===== src/hw/rtl/fixed_point_to_decimal_digits_macros.svh =====
// assertion macros for the fixed-point to decimal digit converter
// expects clk_i and rst_ni in the scope of each use
`ifndef FIXED_POINT_TO_DECIMAL_DIGITS_MACROS_SVH
`define FIXED_POINT_TO_DECIMAL_DIGITS_MACROS_SVH

// same-cycle implication, checked at every rising edge outside reset
`define FPTD_ASSERT_SAME(label, ante, cons, msg) \
  label: assert property (@(posedge clk_i) disable iff (!rst_ni) (ante) |-> (cons)) \
    else $error(msg);

// next-cycle implication, checked at every rising edge outside reset
`define FPTD_ASSERT_NEXT(label, ante, cons, msg) \
  label: assert property (@(posedge clk_i) disable iff (!rst_ni) (ante) |=> (cons)) \
    else $error(msg);

`endif


===== src/hw/rtl/fptd_pkg.sv =====
// shared constants, types and digit functions of the decimal digit converter
// no dependencies
package fptd_pkg;

  localparam int INT_DIGITS    = 16;
  localparam int FRAC_DIGITS   = 8;
  localparam int FRAC_BITS     = 12;
  localparam int VALUE_BITS    = 63;
  localparam int INT_BITS      = VALUE_BITS - FRAC_BITS;  // 51
  localparam int INT_BCD_BITS  = 4 * INT_DIGITS;
  localparam int FRAC_BCD_BITS = 4 * FRAC_DIGITS;
  localparam int FRAC_BIN_BITS = 27;                       // scaled fraction below 1e8
  localparam int INT_LEN_BITS  = 5;
  localparam int FRAC_LEN_BITS = 4;

  // double dabble pipeline shape
  localparam int DD_STAGES      = 7;
  localparam int INT_STEPS      = (INT_BITS + DD_STAGES - 1) / DD_STAGES;       // 8
  localparam int FRAC_STEPS     = (FRAC_BIN_BITS + DD_STAGES - 1) / DD_STAGES;  // 4
  localparam int INT_PAD_BITS   = INT_STEPS * DD_STAGES;
  localparam int FRAC_PAD_BITS  = FRAC_STEPS * DD_STAGES;

  localparam int                     PROD_BITS  = 31;
  localparam logic [PROD_BITS-1:0]   FRAC_SCALE = PROD_BITS'(100000000);

  typedef struct packed {
    logic [INT_PAD_BITS-1:0]  ibin;
    logic [INT_BCD_BITS-1:0]  ibcd;
    logic [FRAC_PAD_BITS-1:0] fbin;
    logic [FRAC_BCD_BITS-1:0] fbcd;
  } work_t;

  // one double dabble step on the integer digits
  function automatic logic [INT_BCD_BITS-1:0] dd_int_step(
    input logic [INT_BCD_BITS-1:0] bcd,
    input logic                    bit_in
  );
    logic [INT_BCD_BITS-1:0] adj;
    adj = bcd;
    for (int d = 0; d < INT_DIGITS; d++) begin
      if (bcd[4*d +: 4] >= 4'd5) begin
        adj[4*d +: 4] = bcd[4*d +: 4] + 4'd3;
      end
    end
    return {adj[INT_BCD_BITS-2:0], bit_in};
  endfunction

  // one double dabble step on the fraction digits
  function automatic logic [FRAC_BCD_BITS-1:0] dd_frac_step(
    input logic [FRAC_BCD_BITS-1:0] bcd,
    input logic                     bit_in
  );
    logic [FRAC_BCD_BITS-1:0] adj;
    adj = bcd;
    for (int d = 0; d < FRAC_DIGITS; d++) begin
      if (bcd[4*d +: 4] >= 4'd5) begin
        adj[4*d +: 4] = bcd[4*d +: 4] + 4'd3;
      end
    end
    return {adj[FRAC_BCD_BITS-2:0], bit_in};
  endfunction

endpackage


===== src/hw/rtl/fptd_frac_scale.sv =====
// entry stage: splits the value and scales the fraction nibbles to 1e8
// depends on fptd_pkg
module fptd_frac_scale import fptd_pkg::*; (
  input  logic                  clk_i,
  input  logic                  rst_ni,
  input  logic                  valid_i,
  output logic                  ready_o,
  input  logic [VALUE_BITS-1:0] value_i,
  output logic                  valid_o,
  input  logic                  ready_i,
  output work_t                 data_o
);

  logic [PROD_BITS-1:0]     prod_lo, prod_mid, prod_hi;
  logic [FRAC_BIN_BITS-1:0] frac_sum;
  work_t                    data_d, data_q;
  logic                     valid_q;

  // each nibble scaled and truncated on its own
  assign prod_lo  = PROD_BITS'(value_i[3:0])  * FRAC_SCALE;
  assign prod_mid = PROD_BITS'(value_i[7:4])  * FRAC_SCALE;
  assign prod_hi  = PROD_BITS'(value_i[11:8]) * FRAC_SCALE;

  // sum stays below 1e8, no wrap needed
  assign frac_sum = FRAC_BIN_BITS'(prod_lo[PROD_BITS-1:12])
                  + FRAC_BIN_BITS'(prod_mid[PROD_BITS-1:8])
                  + FRAC_BIN_BITS'(prod_hi[PROD_BITS-1:4]);

  always_comb begin
    data_d.ibin = INT_PAD_BITS'(value_i[VALUE_BITS-1:FRAC_BITS]);
    data_d.ibcd = '0;
    data_d.fbin = FRAC_PAD_BITS'(frac_sum);
    data_d.fbcd = '0;
  end

  assign ready_o = !valid_q || ready_i;

  always_ff @(posedge clk_i or negedge rst_ni) begin
    if (!rst_ni) begin
      valid_q <= 1'b0;
    end else if (ready_o) begin
      valid_q <= valid_i;
    end
  end

  always_ff @(posedge clk_i) begin
    if (ready_o && valid_i) begin
      data_q <= data_d;
    end
  end

  assign valid_o = valid_q;
  assign data_o  = data_q;

endmodule


===== src/hw/rtl/fptd_dd_stage.sv =====
// one double dabble stage: a slice of integer and fraction bits per beat
// depends on fptd_pkg
module fptd_dd_stage import fptd_pkg::*; (
  input  logic  clk_i,
  input  logic  rst_ni,
  input  logic  valid_i,
  output logic  ready_o,
  input  work_t data_i,
  output logic  valid_o,
  input  logic  ready_i,
  output work_t data_o
);

  work_t data_d, data_q;
  logic  valid_q;

  always_comb begin
    data_d = data_i;
    for (int s = 0; s < INT_STEPS; s++) begin
      data_d.ibcd = dd_int_step(data_d.ibcd, data_d.ibin[INT_PAD_BITS-1]);
      data_d.ibin = data_d.ibin << 1;
    end
    for (int s = 0; s < FRAC_STEPS; s++) begin
      data_d.fbcd = dd_frac_step(data_d.fbcd, data_d.fbin[FRAC_PAD_BITS-1]);
      data_d.fbin = data_d.fbin << 1;
    end
  end

  assign ready_o = !valid_q || ready_i;

  always_ff @(posedge clk_i or negedge rst_ni) begin
    if (!rst_ni) begin
      valid_q <= 1'b0;
    end else if (ready_o) begin
      valid_q <= valid_i;
    end
  end

  always_ff @(posedge clk_i) begin
    if (ready_o && valid_i) begin
      data_q <= data_d;
    end
  end

  assign valid_o = valid_q;
  assign data_o  = data_q;

endmodule


===== src/hw/rtl/fptd_out_stage.sv =====
// output stage: integer digit count, fraction precision cut, result register
// depends on fptd_pkg
module fptd_out_stage import fptd_pkg::*; (
  input  logic                     clk_i,
  input  logic                     rst_ni,
  input  logic                     valid_i,
  output logic                     ready_o,
  input  work_t                    data_i,
  input  logic [FRAC_LEN_BITS-1:0] frac_cfg_i,
  output logic                     valid_o,
  input  logic                     ready_i,
  output logic [INT_BCD_BITS-1:0]  int_digits_o,
  output logic [INT_LEN_BITS-1:0]  int_length_o,
  output logic [FRAC_BCD_BITS-1:0] frac_digits_o,
  output logic [FRAC_LEN_BITS-1:0] frac_length_o
);

  logic [INT_LEN_BITS-1:0]  ilen_d, ilen_q;
  logic [FRAC_LEN_BITS-1:0] flen_d, flen_q;
  logic [FRAC_BCD_BITS-1:0] fmask, fbcd_d, fbcd_q;
  logic [INT_BCD_BITS-1:0]  ibcd_q;
  logic                     valid_q;

  // highest nonzero digit sets the count, zero still shows one digit
  always_comb begin
    ilen_d = INT_LEN_BITS'(1);
    for (int d = 0; d < INT_DIGITS; d++) begin
      if (data_i.ibcd[4*d +: 4] != 4'd0) begin
        ilen_d = INT_LEN_BITS'(d + 1);
      end
    end
  end

  assign flen_d = (frac_cfg_i > FRAC_LEN_BITS'(FRAC_DIGITS)) ?
                  FRAC_LEN_BITS'(FRAC_DIGITS) : frac_cfg_i;
  // keep the leading flen digits
  assign fmask  = ~({FRAC_BCD_BITS{1'b1}} >> (6'(flen_d) << 2));
  assign fbcd_d = data_i.fbcd & fmask;

  assign ready_o = !valid_q || ready_i;

  always_ff @(posedge clk_i or negedge rst_ni) begin
    if (!rst_ni) begin
      valid_q <= 1'b0;
    end else if (ready_o) begin
      valid_q <= valid_i;
    end
  end

  always_ff @(posedge clk_i) begin
    if (ready_o && valid_i) begin
      ibcd_q <= data_i.ibcd;
      ilen_q <= ilen_d;
      fbcd_q <= fbcd_d;
      flen_q <= flen_d;
    end
  end

  assign valid_o       = valid_q;
  assign int_digits_o  = ibcd_q;
  assign int_length_o  = ilen_q;
  assign frac_digits_o = fbcd_q;
  assign frac_length_o = flen_q;

endmodule


===== src/hw/rtl/fixed_point_to_decimal_digits.sv =====
// top level of the fixed-point to decimal digit converter
// depends on fptd_pkg, fptd_frac_scale, fptd_dd_stage, fptd_out_stage and the macro header

// Converts a non-negative 63-bit fixed-point value (12 fraction bits) into
// decimal digits. The integer part comes out as 16 BCD digits, least
// significant digit in the low nibble, with a count of significant digits
// (at least 1, so zero reads as a single 0). The fraction is formed by
// scaling each of its three nibbles by 100000000, truncating each product
// and summing; its 8 BCD digits come out first digit in the high nibble and
// are cut to the fraction_digits setting (0 gives an empty fraction, 9 to 15
// act as 8); digits past frac_length_o read as zero. The block takes one
// beat per clock and gives one result beat per input beat, in order.
// An accepted input beat passes to the output through the fraction
// scaling register, seven double dabble stages (8 integer bits and 4
// fraction bits shifted through per stage), and the register for the
// digit count and precision cut. Every stage holds its beat
// under back-pressure and takes a new one as soon as its successor moves,
// so bubbles close up and the throughput stays at one beat per cycle while
// out_ready_i is high. fraction_digits is written through cfg_we_i and
// cfg_wdata_i, resets to 8, and must only change while no beat is in flight.
module fixed_point_to_decimal_digits import fptd_pkg::*; (
  input  logic                     clk_i,
  input  logic                     rst_ni,
  // configuration write
  input  logic                     cfg_we_i,
  input  logic [FRAC_LEN_BITS-1:0] cfg_wdata_i,
  // input beat
  input  logic                     in_valid_i,
  output logic                     in_ready_o,
  input  logic [VALUE_BITS-1:0]    value_i,
  // result beat
  output logic                     out_valid_o,
  input  logic                     out_ready_i,
  output logic [INT_BCD_BITS-1:0]  int_digits_o,
  output logic [INT_LEN_BITS-1:0]  int_length_o,
  output logic [FRAC_BCD_BITS-1:0] frac_digits_o,
  output logic [FRAC_LEN_BITS-1:0] frac_length_o
);

`include "fixed_point_to_decimal_digits_macros.svh"

  // fraction precision register
  logic [FRAC_LEN_BITS-1:0] fraction_digits_q;

  // pipeline links: index 0 is the entry stage output, index DD_STAGES feeds the output stage
  work_t stage_data  [DD_STAGES+1];
  logic  stage_valid [DD_STAGES+1];
  logic  stage_ready [DD_STAGES+1];

  always_ff @(posedge clk_i or negedge rst_ni) begin
    if (!rst_ni) begin
      fraction_digits_q <= FRAC_LEN_BITS'(FRAC_DIGITS);
    end else if (cfg_we_i) begin
      fraction_digits_q <= cfg_wdata_i;
    end
  end

  // split value, scale fraction nibbles
  fptd_frac_scale u_frac_scale (
    .clk_i   (clk_i),
    .rst_ni  (rst_ni),
    .valid_i (in_valid_i),
    .ready_o (in_ready_o),
    .value_i (value_i),
    .valid_o (stage_valid[0]),
    .ready_i (stage_ready[0]),
    .data_o  (stage_data[0])
  );

  // shift-and-add-3 chain for integer and fraction together
  for (genvar g = 0; g < DD_STAGES; g++) begin : g_dd
    fptd_dd_stage u_dd_stage (
      .clk_i   (clk_i),
      .rst_ni  (rst_ni),
      .valid_i (stage_valid[g]),
      .ready_o (stage_ready[g]),
      .data_i  (stage_data[g]),
      .valid_o (stage_valid[g+1]),
      .ready_i (stage_ready[g+1]),
      .data_o  (stage_data[g+1])
    );
  end

  // digit count, precision cut, result register
  fptd_out_stage u_out_stage (
    .clk_i         (clk_i),
    .rst_ni        (rst_ni),
    .valid_i       (stage_valid[DD_STAGES]),
    .ready_o       (stage_ready[DD_STAGES]),
    .data_i        (stage_data[DD_STAGES]),
    .frac_cfg_i    (fraction_digits_q),
    .valid_o       (out_valid_o),
    .ready_i       (out_ready_i),
    .int_digits_o  (int_digits_o),
    .int_length_o  (int_length_o),
    .frac_digits_o (frac_digits_o),
    .frac_length_o (frac_length_o)
  );

  // the leading counted digit is nonzero unless the integer part is zero
  `FPTD_ASSERT_SAME(a_int_len_top, out_valid_o && int_length_o > 5'd1, int_digits_o[4*(int_length_o-5'd1) +: 4] != 4'd0, "leading integer digit is zero")
  // no digit is set above the counted integer digits
  `FPTD_ASSERT_SAME(a_int_len_above, out_valid_o && int_length_o >= 5'd1 && int_length_o <= 5'd16, (int_digits_o >> (int_length_o * 4)) == '0, "integer digit above count")
  // fraction digits past the precision are cleared and precision saturates
  `FPTD_ASSERT_SAME(a_frac_cut, out_valid_o, frac_length_o <= 4'd8 && (frac_digits_o & (32'hffff_ffff >> (frac_length_o * 4))) == 32'd0, "fraction digit past precision")
  // an accepted beat leaves the entry stage occupied
  `FPTD_ASSERT_NEXT(a_entry_fill, in_valid_i && in_ready_o, stage_valid[0], "accepted beat lost at entry")

endmodule

===== config.mk =====
export PLATFORM = sky130hd
export DESIGN_NAME = fixed_point_to_decimal_digits
export DESIGN_NICKNAME = d
export VERILOG_FILES = /design/src/hw/rtl/fptd_pkg.sv /design/src/hw/rtl/fptd_frac_scale.sv /design/src/hw/rtl/fptd_dd_stage.sv /design/src/hw/rtl/fptd_out_stage.sv /design/src/hw/rtl/fixed_point_to_decimal_digits.sv
export VERILOG_INCLUDE_DIRS = /design/src /design/src/hw/rtl
export SDC_FILE = /design/constraint.sdc
export NUM_CORES = 2
export LEC_CHECK = 0
export ABC_CLOCK_PERIOD_IN_PS = 8600
export BUFFER_PORTS_ARGS = -buffer_cell sky130_fd_sc_hd__buf_2
export CORE_AREA = 5 5 509 511
export DETAILED_ROUTE_END_ITERATION = 8
export DIE_AREA = 0 0 514 516
export HOLD_SLACK_MARGIN = 0.1
export PLACE_DENSITY = 0.57
export RECOVER_POWER = 25
export SLEW_MARGIN = 20
export SYNTH_ARGS = -nofsm -noshare
export SYNTH_HDL_FRONTEND = slang
export SYNTH_SLANG_ARGS = --single-unit
export TNS_END_PERCENT = 5

===== constraint.sdc =====
create_clock -name clk_i -period 8.6 [get_ports clk_i]
set_input_delay 1.72 -clock clk_i [delete_from_list [all_inputs] [get_ports clk_i]]
set_output_delay 1.72 -clock clk_i [all_outputs]
set_load 0.05 [all_outputs]

## After elaboration in Yosys (flattened, before gate mapping)

Cells that the tools add are included.

| cells by class | value |
|---|---|
| shift-type cells | 1 |
| multipliers | 3 |
| bitwise operators | 2 |
| $add $sub $neg | 862 |
| reductions and logical operators | 42 |
| magnitude comparators | 861 |
| multiplexer cells | 875 |

Operator list:

| kind | count |
|---|---|
| 4-bit by 3-bit >= comparator with 1-bit output, second input constant | 836 |
| 4-bit 2-to-1 mux | 803 |
| 4-bit by 2-bit adder with 4-bit output, second input constant | 784 |
| 3-bit 2-to-1 mux | 54 |
| 3-bit by 2-bit adder with 3-bit output, second input constant | 52 |
| 4-bit by 19-bit multiplier with 23-bit output, second input constant | 3 |
| 5-bit 2-to-1 mux | 13 |
| 1-bit by 2-bit adder with 3-bit output, second input constant | 20 |
| 1-bit by 3-bit >= comparator with 1-bit output, second input constant | 20 |
| 4-bit nonzero test | 15 |
| 32-bit bitwise AND | 1 |
| 32-bit inverter | 1 |
| 32-bit by 6-bit >> shifter with 32-bit output, first input constant | 1 |
| 27-bit adder | 1 |
| 19-bit by 23-bit adder with 24-bit output | 1 |
| 1-bit by 2-bit adder with 3-bit output, both inputs constant | 4 |
| 1-bit by 3-bit >= comparator with 1-bit output, both inputs constant | 4 |
| 1-bit logical AND | 9 |
| 1-bit zero test | 9 |
| 1-bit logical OR | 9 |
| 4-bit greater-than comparator, second input constant | 1 |
| 1-bit 2-to-1 mux | 4 |
| 2-bit 2-to-1 mux | 1 |

| word-level totals | value |
|---|---|
| output and inout bits | 107 |
| input port bits | 72 |
| logic and storage cells | 2692 |
| flip-flop bits (word level) | 1008 |

## Depth between registers and ports, before layout

| logic depth | value |
|---|---|
| depth after elaboration | 16 |
| depth in mapped cells | 41 |
| depth with buffers taken out | 41 |

## Cells and area by module

Synthesis repeated with hierarchy kept, for this count alone.

| unflattened totals | value |
|---|---|
| cell total of the unflattened synthesis | 23733 |
| area, all modules | 191029.5 µm² |

Modules (own cells, without submodules):

| module | times used | area an instance (µm²) | seq. area each (µm²) | cells an instance |
|---|---|---|---|---|
| fptd_dd_stage at g_dd[2].u_dd_stage ... | 5 | 25665.9 | 5069.9 | 3254 |
| fptd_dd_stage at g_dd[0].u_dd_stage ... | 2 | 25688.4 | 5069.9 | 3286 |
| fptd_frac_scale | 1 | 7368.3 | 2367.3 | 684 |
| fptd_out_stage | 1 | 3808.7 | 3178.0 | 199 |
| fixed_point_to_decimal_digits | 1 | 146.4 | 101.3 | 8 |

## Worst setup path before layout

No wires, ideal clock.

| timing path | value |
|---|---|
| kind | input to register |
| from | input value_i[1] |
| to | register u_frac_scale.data_q (netlist bit u_frac_scale.data_o[57]), data pin |
| library setup time | 0.262 ns |
| path slack | -0.008 ns |
| required time | 8.338 ns |
| stages | 36 |
| buffers on the path | 0 |
| arrival | 8.346 ns |
| path through | fa_1 > inv_1 > fa_1 > inv_1 > ha_1 > a21o_1 > a21oi_1 > o21ai_0 > a21oi_1 > o21ai_0 > a21oi_1 > nand2b_1 > a21oi_1 > o21ai_0 > nand2_1 > a21oi_1 > o21ai_0 > a21oi_1 > xor2_1 > fa_1 > inv_1 > ha_1 > or2_2 > o311a_1 > nor2_1 > nor2b_1 > o21ai_0 > nor2b_1 > xnor2_1 > ha_1 > a21o_1 > a21o_1 > a221o_1 > a21oi_1 > nor2_1 > xnor2_1 |

| on the way | value |
|---|---|
| word-level cells in the longest chain between the ends | 3 |

RTL lines:

| item | line | source |
|---|---|---|
| from (decl) | fixed_point_to_decimal_digits.sv:30 | `input logic [VALUE_BITS-1:0] value_i,` |
| 4-bit by 19-bit multiplier with 23-bit output | fptd_frac_scale.sv:20 | `assign prod_lo = PROD_BITS'(value_i[3:0]) * FRAC_SCALE;` |
| 19-bit by 23-bit adder with 24-bit output | fptd_frac_scale.sv:26 | `+ FRAC_BIN_BITS'(prod_mid[PROD_BITS-1:8])` |
| 27-bit adder | fptd_frac_scale.sv:27 | `+ FRAC_BIN_BITS'(prod_hi[PROD_BITS-1:4]);` |
| via u_frac_scale.frac_sum[25] | fptd_frac_scale.sv:15 | `logic [FRAC_BIN_BITS-1:0] frac_sum;` |
| to (signal assigned) | fptd_frac_scale.sv:48 | `data_q <= data_d;` |
| to (decl) | fptd_frac_scale.sv:16 | `work_t data_d, data_q;` |

The timed path passes the listed nets, and every way through them passes these cells.
A chain may end at the register's enable or synchronous reset.

## Final worst setup path

| timing path | value |
|---|---|
| from | input value_i[1] |
| to | register u_frac_scale.data_q (netlist bit u_frac_scale.data_o[58]), data pin |

Same word-level chain as after synthesis.

==> results.tsv <==
metric	value	unit
first_global_vias	70800	
rsz0062_at_grt	false	
utilization	38.3	%
synthAdderAreaFrac	11.0	%
finalWeightedCongestion	0.821	
startpoint_type	primary input	
avgSynthCellArea	8.51	um^2
syn-instance-count	10400	
finalHoldViolCount	0	
dp_hpwl	146000	um
drt_iter0_drc	3742	
postCtsHoldBufs	0	
hold_path.class	register to register	
antenna_left	0	
wl_per_cell	13.4	um
yosys-mux-area-fraction	7.52	%
max_stage_delay	560	ps
grt_first_pass_wirelength	321000	um
drv_cap	0	
synth_top_family_by_area	compound AO/OA/AOI/OAI gates	
rows	185	
die_area	265000	um^2
crit_fanout	3	
num_vias	75000	
die_y	516	um
period_share	93.9	%
clkTransAtPathRegs	60	ps
crit_required	9050	ps
io_buffers	178	
fillCellCount	25200	
gr-usage-met3	1.66	%
clk_latency	800	ps
wirelength	188000	um
crit_arrival	8520	ps
layout-drive-gt1-share	9.85	%
ios	179	
worstSetupPathType	primary input to register	
cp_common_cell	o21a_1	
drc_errors	0	
busiest_layer	met2	
status	complete, no violations	
final_cell_count_no_fill	14000	
worst_pin_slew	1130	ps
clock-sinks	824	
dp_cells	13800	
yosys_warnings	0	
post_cts_buffers	0	
yosysSeqAreaShare	27.9	%
cts_resized	0	
syn_nets	11200	
numCtsBuffers	104	
grt_max_degree	66	
groute.layer.met2.usage	23.9	%
grtUsageTotal	13.6	%
relSlewSlack	24.9	%
synth-simple-area-share	18.5	%
clockBufferDepth	3	
fmax	0.124	GHz
min_period	8070	ps
area_delta_synth_final	9.85	%
crit_path_end_kind	register	
finalClockSkew	97.6	ps
cts_tree	done	
fin_tns_setup	0	ps
async_flop_share	1.58	%
ys.flop_type	edfxtp_1	
start_util	34.9	%
cts.htree.levels	3	
r2r_setup_slack	860	ps
report.final.slew_viol_count	0	
critical-path-slowest-cell	fa_1	
layout.nets	11400	
synth_xor_area_share	4.19	%
viasPerCell	5.34	
clockRootBuffer	clkbuf_16	
synth_cell_types	135	
synth_compound_area_share	26.7	%
die_w	514	um
overflow	0	
final-setup-viol-count	0	
syn-cell-area	88500	um^2
use_met1	17.8	%
synth_edf_count	811	
firstDrtPassIters	6	
antenna_found_initial	7	
hold_ws	352	ps
core	253000	um^2
yosys_register_bits	824	
==> stage by stage <==
| step | worst slack, ps | cell area [um^2] |
|---|---|---|
| detailed placement | -423 | 93600 |
| CTS | 319 | 97100 |
| floorplan | 9.05 | 88500 |
| global placement | -439 | 93600 |
| finish | 528 | 97200 |
| global route | 4.26 | 97200 |
==> sequential cells by signal, indices dropped and copies added (netlist names), 4 cells and up <==
signal                     cells
fraction_digits_q              4
g_dd.u_dd_stage.data_o       628
g_dd.u_dd_stage.valid_o        7
u_frac_scale.data_o           78
u_out_stage.frac_digits_o     32
u_out_stage.frac_length_o      4
u_out_stage.int_digits_o      64
u_out_stage.int_length_o       5
==> worst max-delay path: cells and delay by family <==
family,cells,cell delay [ps]
compound gates,19,3250
xor+xnor,3,330
buf+inv,5,480
fa+ha+maj,6,2490
simple gates,3,240
==> cell families after synthesis <==
group,count (synthesis)
compound gates,3515
fa+ha+maj,760
buf+inv,967
flops,824
xor+xnor,405
simple gates,3300
mux,620
==> layout by cell type, fill, tap and decap left out, types with 97 or more instances in the layout <==
cell type,instances
buf_4,97
nor2b_1,237
a21o_1,141
xnor2_1,295
and2_1,139
nand2_1,817
mux2_2,244
o211ai_1,102
o21bai_1,103
inv_1,764
mux2i_1,351
o22ai_1,105
nand2b_1,224
clkbuf_16,104
nand3_1,177
buf_2,166
a21oi_1,778
nor3_1,219
ha_1,709
a211oi_1,180
o21ai_0,792
edfxtp_1,811
a211o_1,102
or2_2,154
nor2_1,844
or3_1,104
o21a_1,176
==> cell usage after synthesis (all sizes together) (141+ instances only) <==
cell type  count  share of area, %
a21oi        790               4.5
nor2         846               3.6
o21ai        882               5.0
or2          191               1.4
nor2b        240               1.7
inv          776               3.3
nand2        817               3.5
edfxtp       811                28
xnor2        309               3.2
o21a         176               1.5
nor3         221               1.3
a211oi       195               1.7
ha           709                10
nand2b       224               1.6
a21o         141               1.2
nand3        177               1.0
and2         150               1.1
mux2i        370               4.3
mux2         247               3.2
==> final cells by class <==
cell class                      count  area [um^2]  share of cell area (%)
Sequential cell                   824        24700                    25.4
Timing Repair Buffer              276         1610                    1.65
Multi-Input combinational cell   8600        60200                    61.9
Clock inverter                     75          927                   0.954
Clock buffer                      119         2660                    2.74
Tap cell                         3366         4210                    4.33
Antenna cell                        2         5.00                 0.00515
Inverter                          779         2930                    3.01
==> final timing paths <==
check / startpoint / end / depth (start not counted)
worst max-delay path: value_i[1] / u_frac_scale.data_o[58] / 36
worst min-delay path: u_frac_scale.data_o[49] / g_dd[0].u_dd_stage.data_o[53] / 0
worst max register to register: g_dd[0].u_dd_stage.data_o[60] / g_dd[1].u_dd_stage.data_o[62] / 35
worst min register to register: u_frac_scale.data_o[49] / g_dd[0].u_dd_stage.data_o[53] / 0
max in group asynchronous: rst_ni / g_dd[0].u_dd_stage.valid_o / 1
min in group asynchronous: rst_ni / fraction_digits_q[1] / 1
==> routing by layer <==
layer  up-vias  wire length [um]
li1      39200                 -
met3       195              5540
met5         -                 7
met4         2              3590
met2       990             87200
met1     34600             91800
Power is left out: the tool's default activity adds up to more than one toggle a clock period on the data nets, which glitch-free logic cannot reach.
